==> src/sv/gdad_pkg.sv <==
`timescale 1ns / 1ps
package gdad_pkg;

  localparam int DAY_W   = 5;
  localparam int MONTH_W = 4;
  localparam int YEAR_W  = 14;
  localparam int DAYS_W  = 16;
  // Low bits of days_to_add that are used; 1 to DAYS_W.
  localparam int ADD_WIDTH = 16;
  // day + count, wide enough for whichever operand is wider
  localparam int TOTAL_W   = ((ADD_WIDTH > DAY_W) ? ADD_WIDTH : DAY_W) + 1;

  // floor(year / 100) as (year * RECIP) >> RECIP_SH, exact for 14-bit years.
  localparam int RECIP    = 5243;
  localparam int RECIP_W  = 13;
  localparam int RECIP_SH = 19;
  localparam int PROD_W   = YEAR_W + RECIP_W;
  localparam int QUOT_W   = 8;
  localparam int R100_W   = 7;

  localparam logic [MONTH_W-1:0] MONTH_JAN = MONTH_W'(1);
  localparam logic [MONTH_W-1:0] MONTH_FEB = MONTH_W'(2);
  localparam logic [MONTH_W-1:0] MONTH_DEC = MONTH_W'(12);

  typedef struct packed {
    logic load;   // capture input transaction
    logic split;  // year / 100
    logic rem;    // year % 100, century % 4
    logic check;  // validate, form day + count
    logic step;   // take away one month
    logic emit;   // load result register
  } gdad_cmd_t;

  typedef struct packed {
    logic bad;    // starting date invalid
    logic fits;   // running day fits current month
  } gdad_sts_t;

  function automatic logic [DAY_W-1:0] month_len(input logic [MONTH_W-1:0] m,
                                                 input logic leap);
    logic [DAY_W-1:0] len;
    case (m)
      4'd1, 4'd3, 4'd5, 4'd7, 4'd8, 4'd10, 4'd12: len = DAY_W'(31);
      4'd4, 4'd6, 4'd9, 4'd11:                    len = DAY_W'(30);
      MONTH_FEB:                                  len = leap ? DAY_W'(29) : DAY_W'(28);
      default:                                    len = '0;
    endcase
    return len;
  endfunction

endpackage

==> src/sv/gdad_ctrl.sv <==
`timescale 1ns / 1ps
module gdad_ctrl
  import gdad_pkg::*;
(
  input  logic      clk_i,
  input  logic      rst_ni,
  input  logic      in_valid_i,
  input  logic      out_stall_i,
  input  gdad_sts_t sts_i,
  output gdad_cmd_t cmd_o,
  output logic      busy_o,
  output logic      out_valid_o
);

  typedef enum logic [2:0] {
    S_IDLE, S_SPLIT, S_REM, S_CHECK, S_WALK, S_EMIT
  } state_e;

  state_e state_q, state_d;
  logic   out_valid_q, out_valid_d;
  logic   slot_free;

  assign busy_o      = (state_q != S_IDLE);
  assign out_valid_o = out_valid_q;
  assign slot_free   = !out_valid_q || !out_stall_i;

  always_comb begin
    state_d     = state_q;
    out_valid_d = out_valid_q && out_stall_i;
    cmd_o       = '0;
    case (state_q)
      S_IDLE: begin
        if (in_valid_i) begin
          cmd_o.load = 1'b1;
          state_d    = S_SPLIT;
        end
      end
      S_SPLIT: begin
        cmd_o.split = 1'b1;
        state_d     = S_REM;
      end
      S_REM: begin
        cmd_o.rem = 1'b1;
        state_d   = S_CHECK;
      end
      S_CHECK: begin
        cmd_o.check = 1'b1;
        state_d     = sts_i.bad ? S_EMIT : S_WALK;
      end
      S_WALK: begin
        if (sts_i.fits) begin
          state_d = S_EMIT;
        end else begin
          cmd_o.step = 1'b1;
        end
      end
      S_EMIT: begin
        if (slot_free) begin
          cmd_o.emit  = 1'b1;
          out_valid_d = 1'b1;
          state_d     = S_IDLE;
        end
      end
      default: state_d = S_IDLE;
    endcase
  end

  always_ff @(posedge clk_i or negedge rst_ni) begin
    if (!rst_ni) begin
      state_q     <= S_IDLE;
      out_valid_q <= 1'b0;
    end else begin
      state_q     <= state_d;
      out_valid_q <= out_valid_d;
    end
  end

endmodule

==> src/sv/gdad_dp.sv <==
`timescale 1ns / 1ps
module gdad_dp
  import gdad_pkg::*;
(
  input  logic               clk_i,
  input  gdad_cmd_t          cmd_i,
  input  logic [DAY_W-1:0]   day_i,
  input  logic [MONTH_W-1:0] month_i,
  input  logic [YEAR_W-1:0]  year_i,
  input  logic [DAYS_W-1:0]  days_to_add_i,
  output gdad_sts_t          sts_o,
  output logic               date_valid_o,
  output logic [DAY_W-1:0]   new_day_o,
  output logic [MONTH_W-1:0] new_month_o,
  output logic [YEAR_W-1:0]  new_year_o
);

  logic [DAY_W-1:0]     day_q;
  logic [MONTH_W-1:0]   month_q;
  logic [YEAR_W-1:0]    year_q;
  logic [ADD_WIDTH-1:0] add_q;
  logic [QUOT_W-1:0]    quot_q;
  logic [R100_W-1:0]    r100_q;
  logic [1:0]           q4_q;
  logic [TOTAL_W-1:0]   total_q;
  logic                 ok_q;
  logic                 date_valid_q;
  logic [DAY_W-1:0]     new_day_q;
  logic [MONTH_W-1:0]   new_month_q;
  logic [YEAR_W-1:0]    new_year_q;

  logic [PROD_W-1:0]    prod;
  logic [YEAR_W-1:0]    cent;
  logic                 leap;
  logic [DAY_W-1:0]     len;

  assign prod = PROD_W'(year_q) * PROD_W'(RECIP);
  assign cent = YEAR_W'(quot_q) * YEAR_W'(100);

  // Divisible by 4 but not 100, or by 400.
  assign leap = (r100_q[1:0] == 2'b00) && ((r100_q != '0) || (q4_q == 2'b00));
  assign len  = month_len(month_q, leap);

  assign sts_o.bad  = (len == '0) || (day_q == '0) || (day_q > len);
  assign sts_o.fits = (total_q <= TOTAL_W'(len));

  always_ff @(posedge clk_i) begin
    if (cmd_i.load) begin
      day_q   <= day_i;
      month_q <= month_i;
      year_q  <= year_i;
      add_q   <= days_to_add_i[ADD_WIDTH-1:0];
    end
    if (cmd_i.split) begin
      quot_q <= prod[RECIP_SH +: QUOT_W];
    end
    if (cmd_i.rem) begin
      r100_q <= R100_W'(year_q - cent);
      q4_q   <= quot_q[1:0];
    end
    if (cmd_i.check) begin
      total_q <= TOTAL_W'(day_q) + TOTAL_W'(add_q);
      ok_q    <= !sts_o.bad;
    end
    if (cmd_i.step) begin
      total_q <= total_q - TOTAL_W'(len);
      if (month_q == MONTH_DEC) begin
        month_q <= MONTH_JAN;
        year_q  <= year_q + YEAR_W'(1);
        // Wrap to year 0 restarts the century counters.
        if (year_q == '1) begin
          r100_q <= '0;
          q4_q   <= '0;
        end else if (r100_q == R100_W'(99)) begin
          r100_q <= '0;
          q4_q   <= q4_q + 2'd1;
        end else begin
          r100_q <= r100_q + R100_W'(1);
        end
      end else begin
        month_q <= month_q + MONTH_W'(1);
      end
    end
    if (cmd_i.emit) begin
      date_valid_q <= ok_q;
      new_day_q    <= ok_q ? total_q[DAY_W-1:0] : '0;
      new_month_q  <= ok_q ? month_q : '0;
      new_year_q   <= ok_q ? year_q : '0;
    end
  end

  assign date_valid_o = date_valid_q;
  assign new_day_o    = new_day_q;
  assign new_month_o  = new_month_q;
  assign new_year_o   = new_year_q;

endmodule

==> src/sv/gregorian_date_add_days.sv <==
`timescale 1ns / 1ps
// Channel | Direction | Handshake               | Payload
// in      | input     | in_valid_i / in_stall_o   | day, month, year, days_to_add
// out     | output    | out_valid_o / out_stall_i | date_valid, new_day, new_month, new_year
//
// Sequence: a transaction passes through the split, remainder and check states,
//   then a month walk over the M month boundaries crossed (up to about 2155
//   for a 16-bit count), then the emit state; an invalid date skips the walk.
//   The walk retires one month per cycle through one subtract and compare.
// Reset: rst_ni clears the controller and the result valid flag.
// Stalls: a result waits in the output register while out_stall_i is high; a
//   new transaction is taken once the previous one has left the controller.
module gregorian_date_add_days
  import gdad_pkg::*;
(
  input  logic               clk_i,
  input  logic               rst_ni,
  input  logic               in_valid_i,
  output logic               in_stall_o,
  input  logic [DAY_W-1:0]   day_i,
  input  logic [MONTH_W-1:0] month_i,
  input  logic [YEAR_W-1:0]  year_i,
  input  logic [DAYS_W-1:0]  days_to_add_i,
  output logic               out_valid_o,
  input  logic               out_stall_i,
  output logic               date_valid_o,
  output logic [DAY_W-1:0]   new_day_o,
  output logic [MONTH_W-1:0] new_month_o,
  output logic [YEAR_W-1:0]  new_year_o
);

  gdad_cmd_t cmd;
  gdad_sts_t sts;
  logic      busy;

  // Input is stalled for the whole walk of one transaction.
  assign in_stall_o = busy;

  // Sequencer: split year, validate, walk months, hand off result.
  gdad_ctrl u_ctrl (
    .clk_i       (clk_i),
    .rst_ni      (rst_ni),
    .in_valid_i  (in_valid_i),
    .out_stall_i (out_stall_i),
    .sts_i       (sts),
    .cmd_o       (cmd),
    .busy_o      (busy),
    .out_valid_o (out_valid_o)
  );

  // Date registers, century counters for the leap rule, result register.
  gdad_dp u_dp (
    .clk_i         (clk_i),
    .cmd_i         (cmd),
    .day_i         (day_i),
    .month_i       (month_i),
    .year_i        (year_i),
    .days_to_add_i (days_to_add_i),
    .sts_o         (sts),
    .date_valid_o  (date_valid_o),
    .new_day_o     (new_day_o),
    .new_month_o   (new_month_o),
    .new_year_o    (new_year_o)
  );

endmodule

==> config.mk <==
export PLATFORM = sky130hd
export DESIGN_NAME = gregorian_date_add_days
export DESIGN_NICKNAME = d
export VERILOG_FILES = /design/src/sv/gdad_pkg.sv /design/src/sv/gdad_ctrl.sv /design/src/sv/gdad_dp.sv /design/src/sv/gregorian_date_add_days.sv
export SDC_FILE = /design/constraint.sdc
export NUM_CORES = 1
export LEC_CHECK = 0
export BUFFER_PORTS_ARGS = -buffer_cell sky130_fd_sc_hd__buf_2
export CORE_MARGIN = 1.5
export CORE_UTILIZATION = 62
export DETAILED_ROUTE_END_ITERATION = 6
export GPL_TIMING_DRIVEN = 0
export PLACE_DENSITY_LB_ADDON = 0.15
export SLEW_MARGIN = 5
export SYNTH_ARGS = -nofsm -noshare
export SYNTH_HDL_FRONTEND = slang
export SYNTH_SLANG_ARGS = --single-unit
==> constraint.sdc <==
create_clock -name clk_i -period 5.8 [get_ports clk_i]
set_input_delay 0.87 -clock clk_i [delete_from_list [all_inputs] [get_ports clk_i]]
set_output_delay 0.87 -clock clk_i [all_outputs]
set_load 0.03 [all_outputs]
; Word-level counts from Yosys, hierarchy flattened
; Index checks and enable logic that the tools add are counted.
; W data, S select, Z words.
[classes]
mux = 36
n_lt_le_gt_ge = 2
eq_ne = 22
reduce_logical = 21
multipliers = 2
addsub = 7
[ops]
columns = cell, n
row1 = $mux W14, 3
row2 = $mux W7, 5
row3 = $mux W17, 2
row4 = $mul A14 B13 Y27 const B, 1
row5 = $eq A4 B4 Y1 const B, 5
row6 = $pmux W3 S6, 1
row7 = $add A5 B16 Y17, 1
row8 = $le A17 B5 Y1, 1
row9 = $sub A17 B5 Y17, 1
row10 = $eq A4 B3 Y1 const B, 4
row11 = $pmux W5 S3, 1
row12 = $add A14 B1 Y14 const B, 1
row13 = $eq A14 B14 Y1 const B, 1
row14 = $mux W1, 13
row15 = $mux W4, 3
row16 = $logic_not A5 Y1, 2
row17 = $mux W2, 5
row18 = $mux W3, 3
row19 = $eq A4 B2 Y1 const B, 2
row20 = $mul A8 B5 Y5 const B, 1
row21 = $add A7 B1 Y7 const B, 1
row22 = $eq A7 B7 Y1 const B, 1
row23 = $reduce_bool A7 Y1, 1
row24 = $reduce_or A7 Y1, 1
row25 = 19 further kinds, 30
[word_totals]
elab_cells = 105
regBits = 102
output_inout_bits = 26
inputBits = 43

; Longest topological paths before layout
; Gate-level depths: netlist (run 1).
[logic_depth]
ltp_word = 10
mapped_depth = 16
mapped_depth_nobuf = 16

; Cells and area by module
; Synthesis (run 1) repeated with hierarchy kept, for this count alone.
[hier_totals]
hier_cells = 846
hier_area_um2 = 8657.1
[modules_own_cells]
columns = mod, area_each_um2, seq_area_each_um2, cells_each, instances
row1 = gdad_dp, 8421.8, 2622.5, 820, 1
row2 = gdad_ctrl, 235.2, 100.1, 26, 1

; Worst setup path after synthesis (run 1)
; No wires, ideal clock.
[synth_timing]
path_kind = flip-flop to flip-flop
startpoint = register u_dp.year_q[11]
endpoint = register u_dp.quot_q[4] (data pin)
path_stages_with_launch = 17
setup_ns = 0.260
n_path_buf = 0
period_less_slack_ns = 4.833
t_arrival_ns = 4.573
path_slack_ns = 0.967
required_ns = 5.540
cell_sequence = dfxtp_1 fa_1 ha_1 inv_1 fa_1 inv_1 fa_1 inv_1 fa_1 inv_1 ha_1 a211oi_1 nand2_1 a2111oi_0 o31ai_1 a21oi_1 xnor2_1
[synth_between]
elab_chain_cells = 1
[synth_lines]
columns = item, line_no
row1 = "start, declared", gdad_dp.sv:20  ; logic [YEAR_W-1:0] year_q;
row2 = "start signal, assigned", gdad_dp.sv:51  ; year_q <= year_i;
row3 = "start signal, assigned", gdad_dp.sv:69  ; year_q <= year_q + YEAR_W'(1);
row4 = $mul A14 B13 Y27, gdad_dp.sv:37  ; assign prod = PROD_W'(year_q) * PROD_W'(RECIP);
row5 = via u_dp.prod[23], gdad_dp.sv:32  ; logic [PROD_W-1:0] prod;
row6 = "end signal, assigned", gdad_dp.sv:55  ; quot_q <= prod[RECIP_SH +: QUOT_W];
row7 = "end, declared", gdad_dp.sv:22  ; logic [QUOT_W-1:0] quot_q;
; The timed path passes the listed nets, and every way through them passes these cells.
; A chain may end at the register's enable or synchronous reset.

; Worst setup path after layout (run 1)
; Same ends and word-level chain as after synthesis.

==> metrics.md, run 1 <==
| Metric | Value |
|---|---|
| I/O Buffers | `68` |
| Clock Sinks | `99` |
| Setup slack, reg-to-reg | `0.51 ns` |
| Worst endpoint required time | `5.90 ns` |
| Final HPWL DP | `roughly 15,000 um` |
| CTS H-tree depth | `3` |
| Busiest grt layer | `met2` |
| Syn Inst Count | `828` |
| GP Congestion | `0.900` |
| Post-CTS Hold Buffers | `0` |
| DR DRC count | `0` |
| Finish-stage setup viols | `0` |
| Die X | `121 um` |
| GR Util met2 | `0.422` |
| Skew final | `0.00793 ns` |
| Total GRT Usage | `0.266` |
| Detailed Routing Iterations Pass 1 | `7` |
| R2R depth | `16` |
| Tcrit/Tclk final | `0.913` |
| Peak Freq | `189 MHz` |
| Hold Violations, Final | `0` |
| Slack of the critical path | `0.507 ns` |
| Area Growth Syn to Fin | `10.3%` |
| CP max FO | `12` |
| Max-slew violation count | `0` |
| Clk pin slew, worst setup/hold paths | `0.07 ns` |
| Synth top area cells | `edfxtp_1 (25%), ha_1 (18%), fa_1 (15%), inv_1 (6.3%), dfxtp_1 (5.4%)` |
| Min cycle time layout | `5.29 ns` |
| Met1 Use GR | `0.376` |
| Detailed router's first-iteration violation count | `468` |
| Root Buffer | `clkbuf_16` |
| Routed vias | `6,146` |
| CP endpoint kind | `flip-flop` |
| Pin count of the biggest net entering global routing | `31` |
| Ys async rst share | `0.0404` |
| Grt total ovfl | `0` |
| Initial antenna violation count | `0` |
| Antenna diodes | `0` |
| Fraction of layout cells with a size suffix above 1 | `0.125` |
| Crit Path Class | `flip-flop to flip-flop` |
| Synth cell types | `58` |
| Num rows | `42` |
| Routed len/inst | `16.4 um` |
| Top cell type's share of synthesized area | `0.251` |
| First-pass GRT wire length | `30,100 um` |
| Core ar. | `13,400 sq um` |
| GR Util met3 | `0.0396` |
| EDFF count, synth | `72` |
| Die area | `14,600 sq um` |
| Worst-Margin Slew | `0.930 ns` |
| Maximum buffer depth of the clock tree | `2` |
| Total Wirelength | `17,900 um` |
| Mapped cell area | `8600 sq um` |
| Nets | `1,140` |
| Type of origin of the critical path | `flip-flop` |
| Synth Flop Type | `edfxtp_1` |
| Mean Syn Cell Area | `10.4 sq um` |
| I/O Pins | `69` |
| Die height | `around 120 um` |
| Syn_nets | `1,060` |
| Remaining antenna violation count | `0` |
| Clk Latency, worst-skew pair | `0.35 ns` |
| RSZ-0062 raised after global routing | `no` |
| Run status | `complete, no violations` |
| CP arrival | `5.39 ns` |
| Vias in the first global route | `6,288` |
| Yosys reg bits | `a little under 100` |
| Vias per std cell | `about 5.6` |
| Sequential fraction of the synthesis area | `0.317` |
| Max-Slew Margin vs Limit | `0.375` |
| Synth area leader | `edfxtp_1` |
| Dpl ws | `-0.0342 ns` |
| Num CTS Buffers | `9` |
| Start of the worst register-to-register path | `u_dp.year_q[11]$_DFF_P_` |
| Max-cap viol count | `0` |
| Hold Path Class | `input port to async pin` |
| CTS tree | `done` |
| R2R Path End | `u_dp.quot_q[4]$_DFFE_PP_` |
| Initial Utilization | `0.642` |
| Yosys warning count | `0` |
through the flow:
step	util	instance area (sq um)	TNS (ns)	instances	hold slack (ns)
3_3_place_gp	0.684	9160	0	1072	0.506
5_1_grt	0.708	9490	0	1089	0.306
4_1_cts	0.708	9480	0	1089	0.303
2_1_floorplan	-	8600	0	828	0.480
3_5_place_dp	0.685	9180	-0.0342	1073	0.512
6_report	0.708	9490	0	1089	0.305
cell usage after synthesis, drive strengths merged (20+ instances only):
library cell / number
inv: 144
ha: 124
edfxtp: 72
fa: 65
nand2: 53
a21oi: 41
nor2: 36
and2: 26
o21ai: 25
dfxtp: 23
xnor2: 23
xor2: 20
logic make-up (layout without fill, tap and decap cells):
kind of cell	after synthesis	after routing	synth area share
buffers and inverters	162	247	0.0740
adder cells (fa/ha/maj)	189	189	0.332
flip-flops	99	99	0.317
XOR/XNOR	43	43	0.0438
multiplexers	19	19	0.0227
AO/OA/AOI/OAI	127	127	0.102
AND/OR/NAND/NOR	189	189	0.109
state kept, by name, summed over array words and instances, names as in the netlist, 4 cells and up:
name / count
u_dp.total_q: 17
u_dp.add_q: 16
u_dp.new_year_o: 14
u_dp.year_q: 14
u_dp.r100_q: 7
u_dp.day_q: 5
u_dp.new_day_o: 5
u_dp.quot_q: 5
u_dp.month_q: 4
u_dp.new_month_o: 4
critical path, stage by stage (launching register included):
cell and delay, ns:
dfxtp_1 0.73, fa_1 0.53, ha_1 0.29, inv_1 0.05, fa_1 0.52, inv_1 0.08
fa_1 0.55, inv_1 0.06, fa_1 0.54, inv_1 0.05, ha_1 0.31, a211oi_1 0.21
nand2_1 0.16, a2111oi_2 0.46, o31ai_1 0.19, a21oi_1 0.20, xnor2_1 0.10
layout make-up:
cell class              count  area [sq um]
multi-input cells         567          5250
fillers                  1022          3910
flip-flops and latches     99          2720
inverters                 144           541
repair buffers             69           355
clock buffers               9           225
well taps                 176           220
plain buffers              18          97.6
clock inverters             7          73.8
layer usage:
layer	wire length, um	part of all wire
met1	8440	0.47
met2	8270	0.46
met3	802	0.045
met4	403	0.023
met5	0	0
layout by cell type, fill, tap and decap left out, types with 11 or more instances in the layout:
cell type and n:
buf_2 70, o22ai_1 11, and3_1 12, fa_1 65, nor2_1 36, edfxtp_1 72
ha_1 124, inv_1 144, nand3_1 15, mux2i_1 15, xor2_1 20, and2_1 26
o21ai_0 19, xnor2_1 23, dfxtp_1 23, a21oi_1 36, nand2_1 53, nor3_1 12
worst max path at each step:
stage	cells past startpoint	slack [ns]	start	end
floorplan	16	0.97	u_dp.year_q[11]$_DFF_P_	u_dp.quot_q[4]$_DFFE_PP_
global placement	16	0.07	u_dp.year_q[11]$_DFF_P_	u_dp.quot_q[4]$_DFFE_PP_
detailed placement	16	-0.03	u_dp.year_q[11]$_DFF_P_	u_dp.quot_q[4]$_DFFE_PP_
CTS	16	0.19	u_dp.year_q[11]$_DFF_P_	u_dp.quot_q[4]$_DFFE_PP_
global route	16	0.22	u_dp.year_q[11]$_DFF_P_	u_dp.quot_q[4]$_DFFE_PP_
finish	16	0.51	u_dp.year_q[11]$_DFF_P_	u_dp.quot_q[4]$_DFFE_PP_
timing repair:
action | in CTS | in global routing
buffers inserted | 0 | 0
endpoints found under the setup margin | 2 | 2
gates resized for setup | 1 | 1
Power of run 1 is left out: the tool's default activity adds up to more than one toggle a clock period on the data nets, which glitch-free logic cannot reach.
==> inputs of run 2 (changes only) <==
--- a/config.mk
+++ b/config.mk
@@ -6,8 +6,11 @@
 export NUM_CORES = 1
 export LEC_CHECK = 0
 export BUFFER_PORTS_ARGS = -buffer_cell sky130_fd_sc_hd__buf_2
+export CELL_PAD_IN_SITES_DETAIL_PLACEMENT = 1
+export CELL_PAD_IN_SITES_GLOBAL_PLACEMENT = 1
 export CORE_MARGIN = 1.5
-export CORE_UTILIZATION = 62
+export CORE_UTILIZATION = 49
+export CTS_CLUSTER_SIZE = 24
 export DETAILED_ROUTE_END_ITERATION = 6
 export GPL_TIMING_DRIVEN = 0
 export PLACE_DENSITY_LB_ADDON = 0.15
==> metrics.md, run 2 (synthesis gave the netlist of run 1 again) <==
| Metric | Value |
|---|---|
| CTS H-tree depth | `3 (unchanged)` |
| Maximum buffer depth of the clock tree | `2 (unchanged)` |
| Hold Violations, Final | `0 (unchanged)` |
| Num rows | `48 (+14%)` |
| CTS tree | `done` |
| RSZ-0062 raised after global routing | `no` |
| Commonest cells after routing, fill and taps aside | `inv_1 (144), ha_1 (124), edfxtp_1 (72)` |
| Run status | `complete, no violations` |
| Type of origin of the critical path | `flip-flop` |
| Multi-input gate area | `5260 sq um (+0.24%)` |
| Worst-Margin Slew | `0.904 ns (-0.0258 ns)` |
| Total Wirelength | `21,300 um (+19%)` |
| Nets | `1,140 (unchanged)` |
| Core ar. | `17,200 sq um (+29%)` |
| Sequential cell area | `2720 sq um (unchanged)` |
| Min cycle time layout | `5.33 ns (+0.0337 ns)` |
| Setup slack, reg-to-reg | `0.47 ns (-0.03 ns)` |
| Area Growth Syn to Fin | `11.1%` |
| Filler cell count | `1,940 (+90%)` |
| Initial Utilization | `0.499 (-0.143)` |
| I/O Pins | `69 (unchanged)` |
| Fraction of layout cells with a size suffix above 1 | `0.122 (-0.00315)` |
| Max-slew violation count | `0 (unchanged)` |
| Crit-path slowest cell | `dfxtp_1` |
| Utilization after layout | `0.554 (-0.154)` |
| Pin count of the biggest net entering global routing | `31 (unchanged)` |
| CP endpoint kind | `flip-flop` |
| Clock Sinks | `99 (unchanged)` |
| Largest Register | `u_dp.total_q` |
| Total GRT Usage | `0.250 (-0.0152)` |
| Initial antenna violation count | `0 (unchanged)` |
| Post-CTS Hold Buffers | `0 (unchanged)` |
| Clk Latency, worst-skew pair | `0.36 ns (about the same)` |
| CP peak stage delay | `0.69 ns (-0.04 ns)` |
| Crit Path Class | `flip-flop to flip-flop` |
| First-pass GRT wire length | `35,400 um (+17%)` |
| Die height | `135 um (+12%)` |
| Biggest regs | `u_dp.total_q (17), u_dp.add_q (16)` |
| Vias per std cell | `5.54 (-1.8%)` |
| DR DRC count | `0 (unchanged)` |
| I/O Buffers | `68 (unchanged)` |
| Commonest non-fill, non-tap cell in the layout | `inv_1` |
| Die area | `18,400 sq um (+26%)` |
| Routed vias | `6,301 (+2.5%)` |
| Final HPWL DP | `17,300 um (+18%)` |
| Skew final | `0.0118 ns (+0.00386 ns)` |
| Hold Path Class | `input port to async pin` |
| Worst-path cell chain | `inv_1, fa_1, inv_1, ha_1, fa_1, inv_1, fa_1, fa_1, inv_1, ha_1, a21oi_1, a21boi_0, a2111oi_4, o31ai_1, a21oi_1, xnor2_1` |
| Tcrit/Tclk final | `0.918 (+0.00580)` |
| Max-cap viol count | `0 (unchanged)` |
| Clk pin slew, worst setup/hold paths | `0.07 ns (about the same)` |
| Root Buffer | `clkbuf_16` |
| Max-Slew Margin vs Limit | `0.391 (+0.0156)` |
| CP max FO | `10 (-2)` |
| Grt total ovfl | `0 (unchanged)` |
| Worst endpoint required time | `5.90 ns (about the same)` |
| Finish-stage setup viols | `0 (unchanged)` |
| Vias in the first global route | `6,864 (+9.2%)` |
| Num CTS Buffers | `9 (unchanged)` |
| Antenna diodes | `0 (unchanged)` |
| Detailed Routing Iterations Pass 1 | `5 (-2)` |
| Routed len/inst | `18.8 um (+14%)` |
| Remaining antenna violation count | `0 (unchanged)` |
| GP Congestion | `0.889 (-1.2%)` |
| Detailed router's first-iteration violation count | `244 (-48%)` |
| Die X | `135 um (+12%)` |
| Max reg flops | `17 (unchanged)` |
| Peak Freq | `188 MHz (-0.63%)` |
| CP arrival | `5.43 ns (+0.04 ns)` |
## run 2: critical path, delay by kind of cell (launching register included)
kind            cells  cell delay (ns)
fa+ha+maj           6             2.66
buf+inv             4             0.42
compound gates      5             1.21
flops               1             0.69
xor+xnor            1             0.10
## run 2: what timing repair did
item / CTS / global route
buffers inserted: 0 / 0
gates resized for setup: 2 / 1
endpoints found under the setup margin: 5 / 1
endpoints found under the hold margin: 0 / 0
## run 2: worst paths after layout
kind	depth (start not counted)	startpoint	endpoint
hold / removal	1	rst_ni	u_ctrl.out_valid_o$_DFF_PN0_
hold reg to reg	1	u_dp.r100_q[2]$_DFF_P_	u_dp.r100_q[2]$_DFF_P_
min in group clk_i	1	u_dp.r100_q[2]$_DFF_P_	u_dp.r100_q[2]$_DFF_P_
setup reg to reg	16	u_dp.year_q[5]$_DFF_P_	u_dp.quot_q[4]$_DFFE_PP_
max in group asynchronous	1	rst_ni	u_ctrl.state_q[2]$_DFFE_PN0P_
setup / recovery	16	u_dp.year_q[5]$_DFF_P_	u_dp.quot_q[4]$_DFFE_PP_
## run 2: routing by layer
| metal | part of all wire | vias up | global-route usage |
|---|---|---|---|
| li1 | - | 2974 | - |
| met1 | 0.46 | 3166 | 0.345 |
| met2 | 0.49 | 136 | 0.425 |
| met3 | 0.039 | 25 | 0.0284 |
| met4 | 0.014 | 0 | 0.0544 |
| met5 | 0 | - | 0 |
## run 2: cell type report
| class | instances | share of cell area |
|---|---|---|
| multi-input cells | 567 | 0.551 |
| flip-flops and latches | 99 | 0.285 |
| inverters | 144 | 0.0566 |
| repair buffers | 69 | 0.0372 |
| well taps | 225 | 0.0295 |
| clock buffers | 10 | 0.0240 |
| plain buffers | 18 | 0.0102 |
| clock inverters | 5 | 0.00655 |
## run 2: metrics by stage
stage | instances | setup slack, ns | hold WS [ns] | instance area, sq um | setup TNS [ns]
floorplan | 828 | 0.967 | 0.480 | 8600 | 0
global placement | 1121 | -0.0995 | 0.509 | 9220 | -0.119
detailed placement | 1122 | -0.427 | 0.522 | 9240 | -1.58
CTS | 1137 | 0.246 | 0.310 | 9540 | 0
global route | 1137 | 0.179 | 0.316 | 9550 | 0
finish | 1137 | 0.473 | 0.314 | 9550 | 0
Power of run 2 is left out for the same reason.
